`src/hw/rtl/bda_pkg.sv`:
```
// ----------------------------------------------------------------------------
// bda_pkg: shared types and constants for the button debounce block
// Event kinds, queue entry, configuration bundle and register map.
// ----------------------------------------------------------------------------
package bda_pkg;

  localparam int BTN_W  = 4;
  localparam int TS_W   = 32;
  localparam int CFG_W  = 16;
  localparam int ADDR_W = 4;
  localparam int DATA_W = 32;

  // Largest number of buttons the 4-bit index can reach
  localparam int MAX_BUTTONS = 16;

  localparam int QUEUE_DEPTH = 2;

  // Register indexes (byte address = 4 * index)
  localparam logic [1:0] REG_DEBOUNCE     = 2'd0;
  localparam logic [1:0] REG_REPEAT_DELAY = 2'd1;
  localparam logic [1:0] REG_REPEAT_PER   = 2'd2;
  localparam logic [1:0] REG_REPEAT_MASK  = 2'd3;

  // Reset values of the registers
  localparam logic [CFG_W-1:0] RST_DEBOUNCE     = 16'd20;
  localparam logic [CFG_W-1:0] RST_REPEAT_DELAY = 16'd500;
  localparam logic [CFG_W-1:0] RST_REPEAT_PER   = 16'd100;
  localparam logic [CFG_W-1:0] RST_REPEAT_MASK  = 16'd512;

  typedef enum logic [1:0] {
    EV_PRESS,
    EV_RELEASE,
    EV_PAIR       // release then press, from auto-repeat
  } ev_kind_e;

  typedef struct packed {
    logic [BTN_W-1:0] button;
    ev_kind_e         kind;
  } ev_t;

  typedef struct packed {
    logic [CFG_W-1:0] settle_ms;
    logic [CFG_W-1:0] rpt_delay_ms;
    logic [CFG_W-1:0] repeat_period_ms;
    logic [CFG_W-1:0] repeat_enable_mask;
  } cfg_t;

  typedef struct packed {
    logic full;
    logic empty;
  } q_status_t;

endpackage

```
`src/hw/rtl/button_debounce_autorepeat.sv`:
```
// ----------------------------------------------------------------------------
// button_debounce_autorepeat: key debounce with typematic auto-repeat
// Pin samples in, press/release key events out; APB register port.
// ----------------------------------------------------------------------------
// A sample (button index, active-low pin level, millisecond timestamp) is
// taken every cycle while s_axis_tready is high; tready drops only when the
// two-entry event queue is full. Each sample is classified in the cycle it
// is taken: a level held longer than the settle time gives a press or
// release, and a held key whose mask bit is set repeats after the repeat
// delay with a release/press pair every repeat_period_ms. Events leave one
// per cycle through a registered output while m_axis_tready takes them;
// a repeat pair leaves as its release, then its press. tlast marks the
// final event of a sample. Samples with an index at or above BTN_COUNT are
// dropped without any state change. All per-button state resets at once;
// no clearing pass.
// Registers: 0x0 settle time, 0x4 repeat delay, 0x8 repeat_period_ms,
// 0xC repeat_enable_mask, 16 bits each, to be written by the user only
// while idle; the block itself does not enforce this.
// ----------------------------------------------------------------------------
module button_debounce_autorepeat #(
  parameter int BTN_COUNT = 16
) (
  input  logic                       clk_i,
  input  logic                       rst_ni,
  // sample stream
  input  logic                       s_axis_tvalid,
  output logic                       s_axis_tready,
  input  logic [39:0]                s_axis_tdata,  // [3:0] button_index, [4] pin_level,
                                                    // [36:5] now_ms, rest zero
  // key event stream
  output logic                       m_axis_tvalid,
  input  logic                       m_axis_tready,
  output logic [7:0]                 m_axis_tdata,  // [3:0] button_out, rest zero
  output logic                       m_axis_tuser,  // [0] pressed
  output logic                       m_axis_tlast,  // last_event
  // register port
  input  logic                       psel,
  input  logic                       penable,
  input  logic                       pwrite,
  input  logic [bda_pkg::ADDR_W-1:0] paddr,
  input  logic [bda_pkg::DATA_W-1:0] pwdata,
  output logic [bda_pkg::DATA_W-1:0] prdata,
  output logic                       pready
);

  localparam int CFG_W = bda_pkg::CFG_W;

  bda_pkg::cfg_t      cfg_q;
  bda_pkg::ev_t       push_ev, head_ev;
  bda_pkg::q_status_t q_status;
  logic               push, pop;
  logic               wr_en;
  logic [1:0]         reg_idx;
  logic [3:0]         out_button;

  // ---- register file ----
  assign pready  = 1'b1;
  assign wr_en   = psel && penable && pwrite && pready;
  assign reg_idx = paddr[3:2];

  always_ff @(posedge clk_i or negedge rst_ni) begin
    if (!rst_ni) begin
      cfg_q.settle_ms          <= bda_pkg::RST_DEBOUNCE;
      cfg_q.rpt_delay_ms       <= bda_pkg::RST_REPEAT_DELAY;
      cfg_q.repeat_period_ms   <= bda_pkg::RST_REPEAT_PER;
      cfg_q.repeat_enable_mask <= bda_pkg::RST_REPEAT_MASK;
    end else if (wr_en) begin
      case (reg_idx)
        bda_pkg::REG_DEBOUNCE:     cfg_q.settle_ms          <= pwdata[CFG_W-1:0];
        bda_pkg::REG_REPEAT_DELAY: cfg_q.rpt_delay_ms       <= pwdata[CFG_W-1:0];
        bda_pkg::REG_REPEAT_PER:   cfg_q.repeat_period_ms   <= pwdata[CFG_W-1:0];
        bda_pkg::REG_REPEAT_MASK:  cfg_q.repeat_enable_mask <= pwdata[CFG_W-1:0];
        default: ;
      endcase
    end
  end

  always_comb begin
    case (reg_idx)
      bda_pkg::REG_DEBOUNCE:     prdata = {16'd0, cfg_q.settle_ms};
      bda_pkg::REG_REPEAT_DELAY: prdata = {16'd0, cfg_q.rpt_delay_ms};
      bda_pkg::REG_REPEAT_PER:   prdata = {16'd0, cfg_q.repeat_period_ms};
      bda_pkg::REG_REPEAT_MASK:  prdata = {16'd0, cfg_q.repeat_enable_mask};
      default:                   prdata = '0;
    endcase
  end

  // ---- front: intake and classification ----
  bda_front #(
    .BTN_COUNT(BTN_COUNT)
  ) u_front (
    .clk_i      (clk_i),
    .rst_ni     (rst_ni),
    .cfg_i      (cfg_q),
    .in_valid_i (s_axis_tvalid),
    .in_ready_o (s_axis_tready),
    .button_i   (s_axis_tdata[3:0]),
    .level_i    (s_axis_tdata[4]),
    .now_i      (s_axis_tdata[36:5]),
    .q_status_i (q_status),
    .push_o     (push),
    .ev_o       (push_ev)
  );

  // ---- event queue ----
  bda_queue u_queue (
    .clk_i    (clk_i),
    .rst_ni   (rst_ni),
    .push_i   (push),
    .ev_i     (push_ev),
    .pop_i    (pop),
    .head_o   (head_ev),
    .status_o (q_status)
  );

  // ---- back: event emission ----
  bda_back u_back (
    .clk_i       (clk_i),
    .rst_ni      (rst_ni),
    .head_i      (head_ev),
    .q_status_i  (q_status),
    .pop_o       (pop),
    .out_valid_o (m_axis_tvalid),
    .out_ready_i (m_axis_tready),
    .button_o    (out_button),
    .pressed_o   (m_axis_tuser),
    .last_o      (m_axis_tlast)
  );

  assign m_axis_tdata = {4'd0, out_button};

  // ---- assertions ----
  // the first event of a repeat pair is always the release
  a_pair_head_release: assert property (@(posedge clk_i) disable iff (!rst_ni)
    (m_axis_tvalid && !m_axis_tlast) |-> !m_axis_tuser)
    else $error("non-final event is not a release");

  // the press of a pair follows its release at once, same button
  a_pair_tail: assert property (@(posedge clk_i) disable iff (!rst_ni)
    (m_axis_tvalid && m_axis_tready && !m_axis_tlast) |=>
      (m_axis_tvalid && m_axis_tuser && m_axis_tlast &&
       m_axis_tdata == $past(m_axis_tdata)))
    else $error("repeat pair broken");

  // queue status is never full and empty together
  a_queue_status: assert property (@(posedge clk_i) disable iff (!rst_ni)
    !(q_status.full && q_status.empty))
    else $error("queue status inconsistent");

endmodule

```
`src/hw/rtl/bda_front.sv`:
```
// ----------------------------------------------------------------------------
// bda_front: sample intake and classification
// Holds per-button debounce and repeat state, turns each sample into at
// most one queued event (press, release or repeat pair).
// ----------------------------------------------------------------------------
module bda_front #(
  parameter int BTN_COUNT = 16
) (
  input  logic                      clk_i,
  input  logic                      rst_ni,
  input  bda_pkg::cfg_t             cfg_i,
  input  logic                      in_valid_i,
  output logic                      in_ready_o,
  input  logic [bda_pkg::BTN_W-1:0] button_i,
  input  logic                      level_i,
  input  logic [bda_pkg::TS_W-1:0]  now_i,
  input  bda_pkg::q_status_t        q_status_i,
  output logic                      push_o,
  output bda_pkg::ev_t              ev_o
);

  localparam int NB_EFF = (BTN_COUNT < bda_pkg::MAX_BUTTONS) ?
                          BTN_COUNT : bda_pkg::MAX_BUTTONS;
  localparam int IDX_W  = (NB_EFF > 1) ? $clog2(NB_EFF) : 1;
  localparam int TS_W   = bda_pkg::TS_W;

  logic [NB_EFF-1:0] raw_q, stable_q, down_q, rep_q;
  logic [TS_W-1:0]   chg_stamp_q   [NB_EFF];
  logic [TS_W-1:0]   press_stamp_q [NB_EFF];
  logic [TS_W-1:0]   rpt_stamp_q   [NB_EFF];

  logic [IDX_W-1:0] idx;
  logic             accept, hit;
  logic             raw_old, stable_old, down_old, rep_old;
  logic [TS_W-1:0]  chg_diff, press_diff, rpt_diff;
  logic             deb_ok, stab_chg, press, release_ev, rep_allow, rep_start, pair;

  assign in_ready_o = !q_status_i.full;
  assign accept     = in_valid_i && in_ready_o;
  assign idx        = button_i[IDX_W-1:0];
  assign hit        = accept &&
                      ({{(32-bda_pkg::BTN_W){1'b0}}, button_i} < 32'(NB_EFF));

  assign raw_old    = raw_q[idx];
  assign stable_old = stable_q[idx];
  assign down_old   = down_q[idx];
  assign rep_old    = rep_q[idx];

  // All three time checks use the stored stamps; a stamp rewritten on this
  // sample would give a zero difference, which never exceeds a limit.
  assign chg_diff   = now_i - chg_stamp_q[idx];
  assign press_diff = now_i - press_stamp_q[idx];
  assign rpt_diff   = now_i - rpt_stamp_q[idx];

  always_comb begin
    deb_ok     = (level_i == raw_old) &&
                 (chg_diff > {{(TS_W-bda_pkg::CFG_W){1'b0}}, cfg_i.settle_ms});
    stab_chg   = deb_ok && (level_i != stable_old);
    press      = stab_chg && !level_i && !down_old;
    release_ev = stab_chg && level_i && down_old;
    rep_allow  = !press && !release_ev && down_old && cfg_i.repeat_enable_mask[button_i];
    rep_start  = rep_allow && !rep_old &&
                 (press_diff > {{(TS_W-bda_pkg::CFG_W){1'b0}}, cfg_i.rpt_delay_ms});
    pair       = rep_allow && rep_old &&
                 (rpt_diff > {{(TS_W-bda_pkg::CFG_W){1'b0}}, cfg_i.repeat_period_ms});
  end

  always_comb begin
    push_o       = hit && (press || release_ev || pair);
    ev_o.button  = button_i;
    if (press) begin
      ev_o.kind = bda_pkg::EV_PRESS;
    end else if (release_ev) begin
      ev_o.kind = bda_pkg::EV_RELEASE;
    end else begin
      ev_o.kind = bda_pkg::EV_PAIR;
    end
  end

  always_ff @(posedge clk_i or negedge rst_ni) begin
    if (!rst_ni) begin
      raw_q    <= '1;
      stable_q <= '1;
      down_q   <= '0;
      rep_q    <= '0;
      for (int i = 0; i < NB_EFF; i++) begin
        chg_stamp_q[i]   <= '0;
        press_stamp_q[i] <= '0;
        rpt_stamp_q[i]   <= '0;
      end
    end else if (hit) begin
      raw_q[idx] <= level_i;
      if (level_i != raw_old) chg_stamp_q[idx] <= now_i;
      if (stab_chg) stable_q[idx] <= level_i;
      if (press) begin
        down_q[idx]        <= 1'b1;
        rep_q[idx]         <= 1'b0;
        press_stamp_q[idx] <= now_i;
        rpt_stamp_q[idx]   <= now_i;
      end
      if (release_ev) begin
        down_q[idx] <= 1'b0;
        rep_q[idx]  <= 1'b0;
      end
      if (rep_start) begin
        rep_q[idx]       <= 1'b1;
        rpt_stamp_q[idx] <= now_i;
      end
      if (pair) rpt_stamp_q[idx] <= now_i;
    end
  end

endmodule

```
`src/hw/rtl/bda_queue.sv`:
```
// ----------------------------------------------------------------------------
// bda_queue: short event queue
// Two-entry FIFO between classifier and event emitter.
// ----------------------------------------------------------------------------
module bda_queue (
  input  logic               clk_i,
  input  logic               rst_ni,
  input  logic               push_i,
  input  bda_pkg::ev_t       ev_i,
  input  logic               pop_i,
  output bda_pkg::ev_t       head_o,
  output bda_pkg::q_status_t status_o
);

  localparam int DEPTH = bda_pkg::QUEUE_DEPTH;
  localparam int PTR_W = (DEPTH > 1) ? $clog2(DEPTH) : 1;
  localparam int CNT_W = $clog2(DEPTH + 1);

  bda_pkg::ev_t     mem_q [DEPTH];
  logic [PTR_W-1:0] wr_ptr_q, rd_ptr_q;
  logic [CNT_W-1:0] cnt_q;
  logic             do_push, do_pop;

  assign status_o.full  = (cnt_q == CNT_W'(DEPTH));
  assign status_o.empty = (cnt_q == '0);
  assign do_push = push_i && !status_o.full;
  assign do_pop  = pop_i && !status_o.empty;
  assign head_o  = mem_q[rd_ptr_q];

  always_ff @(posedge clk_i) begin
    if (do_push) mem_q[wr_ptr_q] <= ev_i;
  end

  always_ff @(posedge clk_i or negedge rst_ni) begin
    if (!rst_ni) begin
      wr_ptr_q <= '0;
      rd_ptr_q <= '0;
      cnt_q    <= '0;
    end else begin
      if (do_push) begin
        wr_ptr_q <= (wr_ptr_q == PTR_W'(DEPTH - 1)) ? '0 : wr_ptr_q + 1'b1;
      end
      if (do_pop) begin
        rd_ptr_q <= (rd_ptr_q == PTR_W'(DEPTH - 1)) ? '0 : rd_ptr_q + 1'b1;
      end
      if (do_push && !do_pop) begin
        cnt_q <= cnt_q + 1'b1;
      end else if (do_pop && !do_push) begin
        cnt_q <= cnt_q - 1'b1;
      end
    end
  end

endmodule

```
`src/hw/rtl/bda_back.sv`:
```
// ----------------------------------------------------------------------------
// bda_back: event emitter
// Expands queued events into key events, one per cycle while the output is
// not stalled, through a registered output stage.
// ----------------------------------------------------------------------------
module bda_back (
  input  logic                      clk_i,
  input  logic                      rst_ni,
  input  bda_pkg::ev_t              head_i,
  input  bda_pkg::q_status_t        q_status_i,
  output logic                      pop_o,
  output logic                      out_valid_o,
  input  logic                      out_ready_i,
  output logic [bda_pkg::BTN_W-1:0] button_o,
  output logic                      pressed_o,
  output logic                      last_o
);

  logic                      valid_q, valid_d;
  logic                      half_q, half_d;   // first half of a pair sent
  logic [bda_pkg::BTN_W-1:0] button_q, button_d;
  logic                      pressed_q, pressed_d;
  logic                      last_q, last_d;
  logic                      load;

  assign load = !valid_q || out_ready_i;

  always_comb begin
    valid_d   = valid_q;
    half_d    = half_q;
    button_d  = button_q;
    pressed_d = pressed_q;
    last_d    = last_q;
    pop_o     = 1'b0;
    if (load) begin
      valid_d = 1'b0;
      if (!q_status_i.empty) begin
        valid_d  = 1'b1;
        button_d = head_i.button;
        case (head_i.kind)
          bda_pkg::EV_PRESS: begin
            pressed_d = 1'b1;
            last_d    = 1'b1;
            pop_o     = 1'b1;
          end
          bda_pkg::EV_RELEASE: begin
            pressed_d = 1'b0;
            last_d    = 1'b1;
            pop_o     = 1'b1;
          end
          bda_pkg::EV_PAIR: begin
            if (!half_q) begin
              pressed_d = 1'b0;
              last_d    = 1'b0;
              half_d    = 1'b1;
            end else begin
              pressed_d = 1'b1;
              last_d    = 1'b1;
              half_d    = 1'b0;
              pop_o     = 1'b1;
            end
          end
          default: begin
            pressed_d = 1'b0;
            last_d    = 1'b1;
            pop_o     = 1'b1;
          end
        endcase
      end
    end
  end

  always_ff @(posedge clk_i or negedge rst_ni) begin
    if (!rst_ni) begin
      valid_q <= 1'b0;
      half_q  <= 1'b0;
    end else begin
      valid_q <= valid_d;
      half_q  <= half_d;
    end
  end

  always_ff @(posedge clk_i) begin
    button_q  <= button_d;
    pressed_q <= pressed_d;
    last_q    <= last_d;
  end

  assign out_valid_o = valid_q;
  assign button_o    = button_q;
  assign pressed_o   = pressed_q;
  assign last_o      = last_q;

endmodule

```
`config.mk`:
```
export PLATFORM = sky130hd
export DESIGN_NAME = button_debounce_autorepeat
export DESIGN_NICKNAME = d
export VERILOG_FILES = /design/src/hw/rtl/bda_pkg.sv /design/src/hw/rtl/button_debounce_autorepeat.sv /design/src/hw/rtl/bda_front.sv /design/src/hw/rtl/bda_queue.sv /design/src/hw/rtl/bda_back.sv
export SDC_FILE = /design/constraint.sdc
export NUM_CORES = 2
export LEC_CHECK = 0
export BUFFER_PORTS_ARGS = -buffer_cell sky130_fd_sc_hd__buf_4
export CORE_AREA = 2 2 547 441
export DETAILED_ROUTE_END_ITERATION = 10
export DIE_AREA = 0 0 549 443
export MAX_ROUTING_LAYER = met4
export SLEW_MARGIN = 20
export SYNTH_ARGS = -nofsm -noshare
export SYNTH_HDL_FRONTEND = slang
export SYNTH_HIERARCHICAL = 1
export SYNTH_SLANG_ARGS = --single-unit
```
`constraint.sdc`:
```
create_clock -name clk_i -period 7.55 [get_ports clk_i]
set_clock_uncertainty 0.05 [all_clocks]
set_input_delay 1.1325 -clock clk_i [delete_from_list [all_inputs] [get_ports clk_i]]
set_output_delay 1.1325 -clock clk_i [all_outputs]
set_load 0.01 [all_outputs]
```
# Yosys cells after proc, flatten, opt, wreduce, memory -nomap -nowiden
# Memories as Yosys holds them, arrays and structs flattened.
# Cells that the tools add are included.
# word_totals
ramBits	12
ff_bits	1676
elab_cells	203
inputBits	83
output_inout_bits	45
memories	1
# memory_table
memory	words	word_bits	read_ports	rd_clocked_by_memory_dff	write_ports	line	source
u_queue.mem_q	2	6	1	0	1	bda_queue.sv:19	bda_pkg::ev_t mem_q [DEPTH];
# op_classes
bitwise	8
n_addsub	7
n_eq_ne	8
mux	59
n_reduce_logical	49
order_cmp	7
# ops
operator	n
bitwise mux 512 bit	5
2-to-1 mux 512 bit	5
binary-select mux 32 bit (select 4 bit)	3
2-to-1 mux 32 bit	7
demux 32 bit (select 4 bit)	1
2-to-1 mux 16 bit	8
case mux 32 bit (4 select lines)	1
greater-than comparator 32 x 16 -> 1 bit	3
subtractor 32 bit	3
bitwise AND 16 bit	3
bitwise mux 16 bit	2
bitwise OR 16 bit	2
logical AND 1 bit	23
binary-select mux 1 bit (select 4 bit)	5
2-to-1 mux 1 bit	16
inverter 16 bit	1
AND reduction 2 bit	8
logical NOT 1 bit	10
== test 2 bit, second input constant	4
2-to-1 mux 2 bit	4
logical NOT 2 bit	3
>= comparator 5 bit, second input constant	1
less-than comparator 4 x 5 -> 1 bit, second input constant	1
less-than comparator 5 x 1 -> 1 bit, second input constant	1
other kinds (14)	18

# Longest topological paths before layout
# depth
ltp_word	23
ltp_mapped	39
mapped_depth_nobuf	30

# By module
# Netlist, hierarchy kept.
# modules_own_cells
module	instances	area_per_inst_um2	seq_area_each_um2	cells_each
bda_front	1	78846.9	40078.4	5373
button_debounce_autorepeat	1	3050.4	1616.6	184
bda_queue	1	631.9	460.4	38
bda_back	1	309.0	230.2	17

# Worst setup path before layout
# Ideal clock, no wire load.
# synth_path
path_kind	input-to-reg
from	in s_axis_tdata[0]
to	reg u_queue.cnt_q[1]
setup_ps	79
setup_slack_ps	-1400
arrival_ps	8821
required_ps	7421
path_buffers	9
stages	38
cell_sequence	buf_2 > buf_2 > clkbuf_1 > clkbuf_1 > clkbuf_1 > buf_1 > mux4_2 > mux4_2 > ha_1 > fa_1 > nand2b_1 > a21oi_1 > o21bai_1 > nand2_1 > a21o_1 > a21oi_1 > xnor2_1 > ha_1 > [2 not listed] > nand2_1 > mux2i_1 > a31oi_1 > a21o_1 > a2111oi_0 > nand4_1 > o21ai_1 > buf_2 > buf_2 > a21o_1 > buf_2 > o21a_1 > nor2_1 > nand2_2 > inv_1 > ha_1 > nor2_1 > xor2_1
# synth_between
elab_chain_cells	22
word_cells_on_any_way	46
classes_between	add/sub: 2; order compare: 2; eq/ne: 2; mux: 17; bitwise: 1; reduce/logical: 22
# synth_rtl
item	line	source
start, declared	button_debounce_autorepeat.sv:28	input logic [39:0] s_axis_tdata,
inverter 4 -> 5 bit (implied by the code)	bda_front.sv:51, bda_front.sv:53	
binary-select mux 32 bit (select 4 bit)	bda_front.sv:51	assign chg_diff = now_i - chg_stamp_q[idx];
2-to-1 mux 32 bit (implied by the code) (2 in a row)	bda_front.sv:51	
subtractor 32 bit	bda_front.sv:51	
greater-than comparator 32 x 16 -> 1 bit	bda_front.sv:57	(chg_diff > {{(TS_W-bda_pkg::CFG_W){1'b0}}, cfg_i.settle_ms});
logical AND 1 bit	bda_front.sv:56	deb_ok = (level_i == raw_old) &&
logical AND 1 bit	bda_front.sv:58	stab_chg = deb_ok && (level_i != stable_old);
logical AND 1 bit (on tied branches) (2 in a row)	bda_front.sv:59, bda_front.sv:60	
[6 not listed]	--	
logical OR 1 bit *	bda_front.sv:69	push_o = hit && (press || release_ev || pair);
logical AND 1 bit *	bda_front.sv:69	
net push	button_debounce_autorepeat.sv:51	logic push, pop;
logical AND 1 bit *	bda_queue.sv:26	assign do_push = push_i && !status_o.full;
net u_queue.do_push	bda_queue.sv:22	logic do_push, do_pop;
logical NOT 1 bit	bda_queue.sv:48	end else if (do_pop && !do_push) begin
logical AND 1 bit	bda_queue.sv:48	
nonzero test 2 bit (no line)	--	
end signal, assigned	bda_queue.sv:47	cnt_q <= cnt_q + 1'b1;
end signal, assigned	bda_queue.sv:49	cnt_q <= cnt_q - 1'b1;
end, declared	bda_queue.sv:21	logic [CNT_W-1:0] cnt_q;
# The timed path passes the listed nets; every way through them passes the cells marked *. The select of a mux whose other input is x is not followed.
# A chain may end at the register's enable or synchronous reset.

# Worst setup path after layout
# layout_path
from	in s_axis_tdata[0]
to	reg u_front/rpt_stamp_q[138] in the netlist's numbering
# layout_between
elab_chain_cells	20
word_cells_on_any_way	58
classes_between	add/sub: 3; order compare: 5; eq/ne: 2; mux: 29; bitwise: 1; reduce/logical: 18
# layout_rtl
item	line	source
inverter 4 -> 5 bit (implied by the code)	--	
binary-select mux 32 bit (select 4 bit)	bda_front.sv:51	
2-to-1 mux 32 bit (implied by the code) (2 in a row)	bda_front.sv:51	
subtractor 32 bit	bda_front.sv:51	
greater-than comparator 32 x 16 -> 1 bit	bda_front.sv:57	
logical AND 1 bit	bda_front.sv:56	
logical AND 1 bit	bda_front.sv:58	
logical AND 1 bit (on tied branches) (2 in a row)	bda_front.sv:59, bda_front.sv:60	
logical NOT 1 bit	bda_front.sv:61	rep_allow = !press && !release_ev && down_old && cfg_i.repeat_enable_mask[button_i];
logical AND 1 bit (3 in a row)	bda_front.sv:61	
logical AND 1 bit (2 in a row)	bda_front.sv:62	rep_start = rep_allow && !rep_old &&
2-to-1 mux 512 bit	bda_front.sv:105	if (rep_start) begin
2-to-1 mux 512 bit	bda_front.sv:91	end else if (hit) begin
bitwise mux 512 bit	bda_front.sv:109	if (pair) rpt_stamp_q[idx] <= now_i;
2-to-1 mux 512 bit *	bda_front.sv:109	
end signal, assigned by index	bda_front.sv:99	rpt_stamp_q[idx] <= now_i;
end signal, assigned by index	bda_front.sv:107	rpt_stamp_q[idx] <= now_i;
end signal, assigned by index	bda_front.sv:109	
end, declared	bda_front.sv:30	logic [TS_W-1:0] rpt_stamp_q [NB_EFF];
# Every way passes the cells marked *; elsewhere a longest branch is shown, timed or not. The select of a mux whose other input is x is not followed.

==> results.ini <==
[die]
initial_utilization_pct=34.73
chipWidth_microns=549
die_h_microns=443
core_sq_mm=0.2385
fp-row-count=161
pin_count=128
die_area_sq_mm=0.2432

[routing]
via_count=50410
drc=0
met3_length_mm=15.36
routed_wl_mm=235.5
drt_iter0_drc=4271
first_pass_iters=7
routed.top_layer=met4
route.layer.met1.wl_mm=111.2
ant_nets=0
route.met2.wl_mm=103.4
viasPerCell=5.380
drt-wirelength-per-cell_microns=25.13

[grt]
track_usage_pct=19.97
grt_pass1_vias=52450
grt_max_degree=181
antenna_found_initial=18
grt_pass1_wl_mm=352.4
gr-total-overflow=0

[setup_path]
required_ns=8.19
critPathMaxFanout=24
path_buf_inv=9
cp_slowest_cell=mux4_2
critPathMaxStageDelay_ns=0.54
cp_top_family=compound AO/OA/AOI/OAI gates
start_kind=input port
worstSetupEndpointType=flip-flop
cp.arrival_ns=7.91
path_class=in2reg
crit_top_cell=buf_12

[placed_design]
dp_hpwl_mm=157.9
pre_cts_slack_ns=-0.7335
place.gp.congestion=0.9124
port_buffers=85

[final_layout]
fillers=21720
multiInputGateArea_sq_mm=0.03815
syn_to_final_growth_pct=18.59
drive_gt1_share_pct=41.56
seq_area_sq_mm=0.04239
fin_nets=6262

[cts]
clockBufferDepth=3
htreeDepth=4
clock_latency_ns=0.83
tritoncts=built
cts_buffers=179
cts_root_buffer=clkbuf_16
cts.sinks=1688
clk_pin_slew_ns=0.06

[yosys]
yosysTopAreaCellShare_pct=49.12
syn_inst=5612
synth-seq-cells=1688
yosysSeqAreaShare_pct=51.17
yosys_warnings=6
async_reset_ff_share_pct=98.93
synth-edff-count=18
syn_area_sq_mm=0.08284
syn_avg_cell_area_sq_um=14.76
synth_top_cell_by_area=dfrtp_1
yosysMostFrequentCell=dfrtp_1
netlist_top_cells_area=dfrtp_1, mux4_2, mux2_2
yosys-top-cells-count=dfrtp_1, mux2_2, mux2_1
synth-main-ff-cell=dfrtp_1
ys_types=88

[power_and_ir_drop]
p_leak_nw=45.37
total_power_mw=28.50
powerDensity_mw_per_mm2=290.1
peakVddDrop_mv=0.2125

[sta]
rsz0062_at_grt=false
tightestPinTransition_ns=1.071
finalWorstSetupSlack_ns=0.2799
fin_setup_tns_ns=0
relSlewSlack_pct=28.61
drv_slew=0
setup-violations-final=0
hold_viol=0
period_share_pct=96.29
max_freq_ghz=0.1375
layout_min_cycle_time_ns=7.270

[outcome]
status=completed

[min_path]
min_path_type=in2async

[run]
cap_violations=0

power breakdown:
group	switching (mW)	leakage, nW	internal, mW	total, mW
clock network	3.77	2.99	5.31	9.08
registers	0.986	22.5	11.1	12.1
logic	3.37	19.9	3.96	7.33
repair_timing:
item,CTS,global route
endpoints found under the setup margin,0,1066
resized for setup,0,15
endpoints found under the hold margin,0,0
hold buffers,0,0
buffers inserted,0,7
stage by stage:
| stage | std cells | hold slack (ns) | util (%) | instance area (sq um) |
|---|---|---|---|---|
| final | 9370 | 0.2381 | 41.19 | 98240 |
| after global routing | 9366 | 0.2764 | 41.18 | 98230 |
| after CTS | 9347 | 0.2509 | 41.07 | 97960 |
| after detailed placement | 9021 | 0.4186 | 38.52 | 91870 |
| after global placement | 9021 | 0.4113 | 38.52 | 91870 |
| after floorplan | 5631 | 0.3999 | - | 83380 |
final timing paths:
| kind | startpoint | end | slack, ns | cells past startpoint |
|---|---|---|---|---|
| max reg2reg | u_front/rpt_stamp_q[388] | u_front/rpt_stamp_q[138] | 0.67 | 25 |
| max | s_axis_tdata[0] | u_front/rpt_stamp_q[138] | 0.28 | 28 |
| min in group clk_i | u_front/rpt_stamp_q[162] | u_front/rpt_stamp_q[162] | 0.43 | 1 |
| min | rst_ni | u_front/chg_stamp_q[52] | 0.24 | 1 |
| max in group asynchronous | rst_ni | u_front/press_stamp_q[319] | 5.31 | 3 |
| min reg2reg | u_front/rpt_stamp_q[162] | u_front/rpt_stamp_q[162] | 0.43 | 1 |
flip-flops by register name, summed over array words and instances (netlist names), 2 cells and up:
register               flops
u_queue/mem_q             12
u_front/stable_q          16
u_front/down_q            16
u_front/rep_q             16
cfg_q                     64
u_front/press_stamp_q    512
u_back/button_o            4
u_front/chg_stamp_q      512
u_front/rpt_stamp_q      512
u_front/raw_q             16
u_queue/cnt_q              2
layer usage:
metal | vias up | GRT usage [%]
li1 | 21680 | -
met1 | 27180 | 28.42
met2 | 1232 | 28.60
met3 | 317 | 4.592
met4 | 0 | 5.151
met5 | - | -
area by class of cell:
cell class                      count  area share (%)
Tap cell                         3178           4.048
Sequential cell                  1688           43.15
Timing Repair Buffer              714           7.059
Clock inverter                     63          0.9005
Clock buffer                      263           5.293
Multi-Input combinational cell   3271           38.83
Antenna cell                       15         0.03821
Inverter                          178          0.6839
kinds of logic (layout without fill, tap and decap cells):
logic type,after synthesis,after routing,share of synthesized area (%)
other,2,36,0.009066
xor gates and xnor gates,75,75,0.7930
and+or+nand+nor,428,428,2.589
muxes,2158,2158,36.44
adders and majority gates,147,147,2.248
AOI/OAI and AO/OA,442,442,3.380
DFF,1688,1688,51.17
buffers and inverters,672,1218,3.377
layout by cell type, fill, tap and decap left out, types with 11 or more instances in the layout:
master and instances:
o21a_1 25, edfxtp_1 18, nor2_4 30, a211oi_1 11, dfrtp_1 1626, bufinv_16 15, buf_4 587, a21oi_1 131
o21bai_1 13, mux2_1 698, nor2_1 84, clkbuf_8 33, nand3_1 30, diode_2 15, nand2_1 109, o32a_1 11
conb_1 21, mux2_2 927, nor2b_1 17, buf_12 120, inv_1 176, nand4_1 26, clkinv_2 29, xnor2_1 48
o21ai_1 37, clkbuf_1 48, nor3_1 22, xor2_1 25, dfstp_2 44, nand2b_1 24, a21o_1 29, ha_1 144
o21ai_0 80, nor3_2 15, o211ai_1 16, clkbuf_16 183, mux4_2 513
Note: power is estimated with default switching activity, not from simulation.
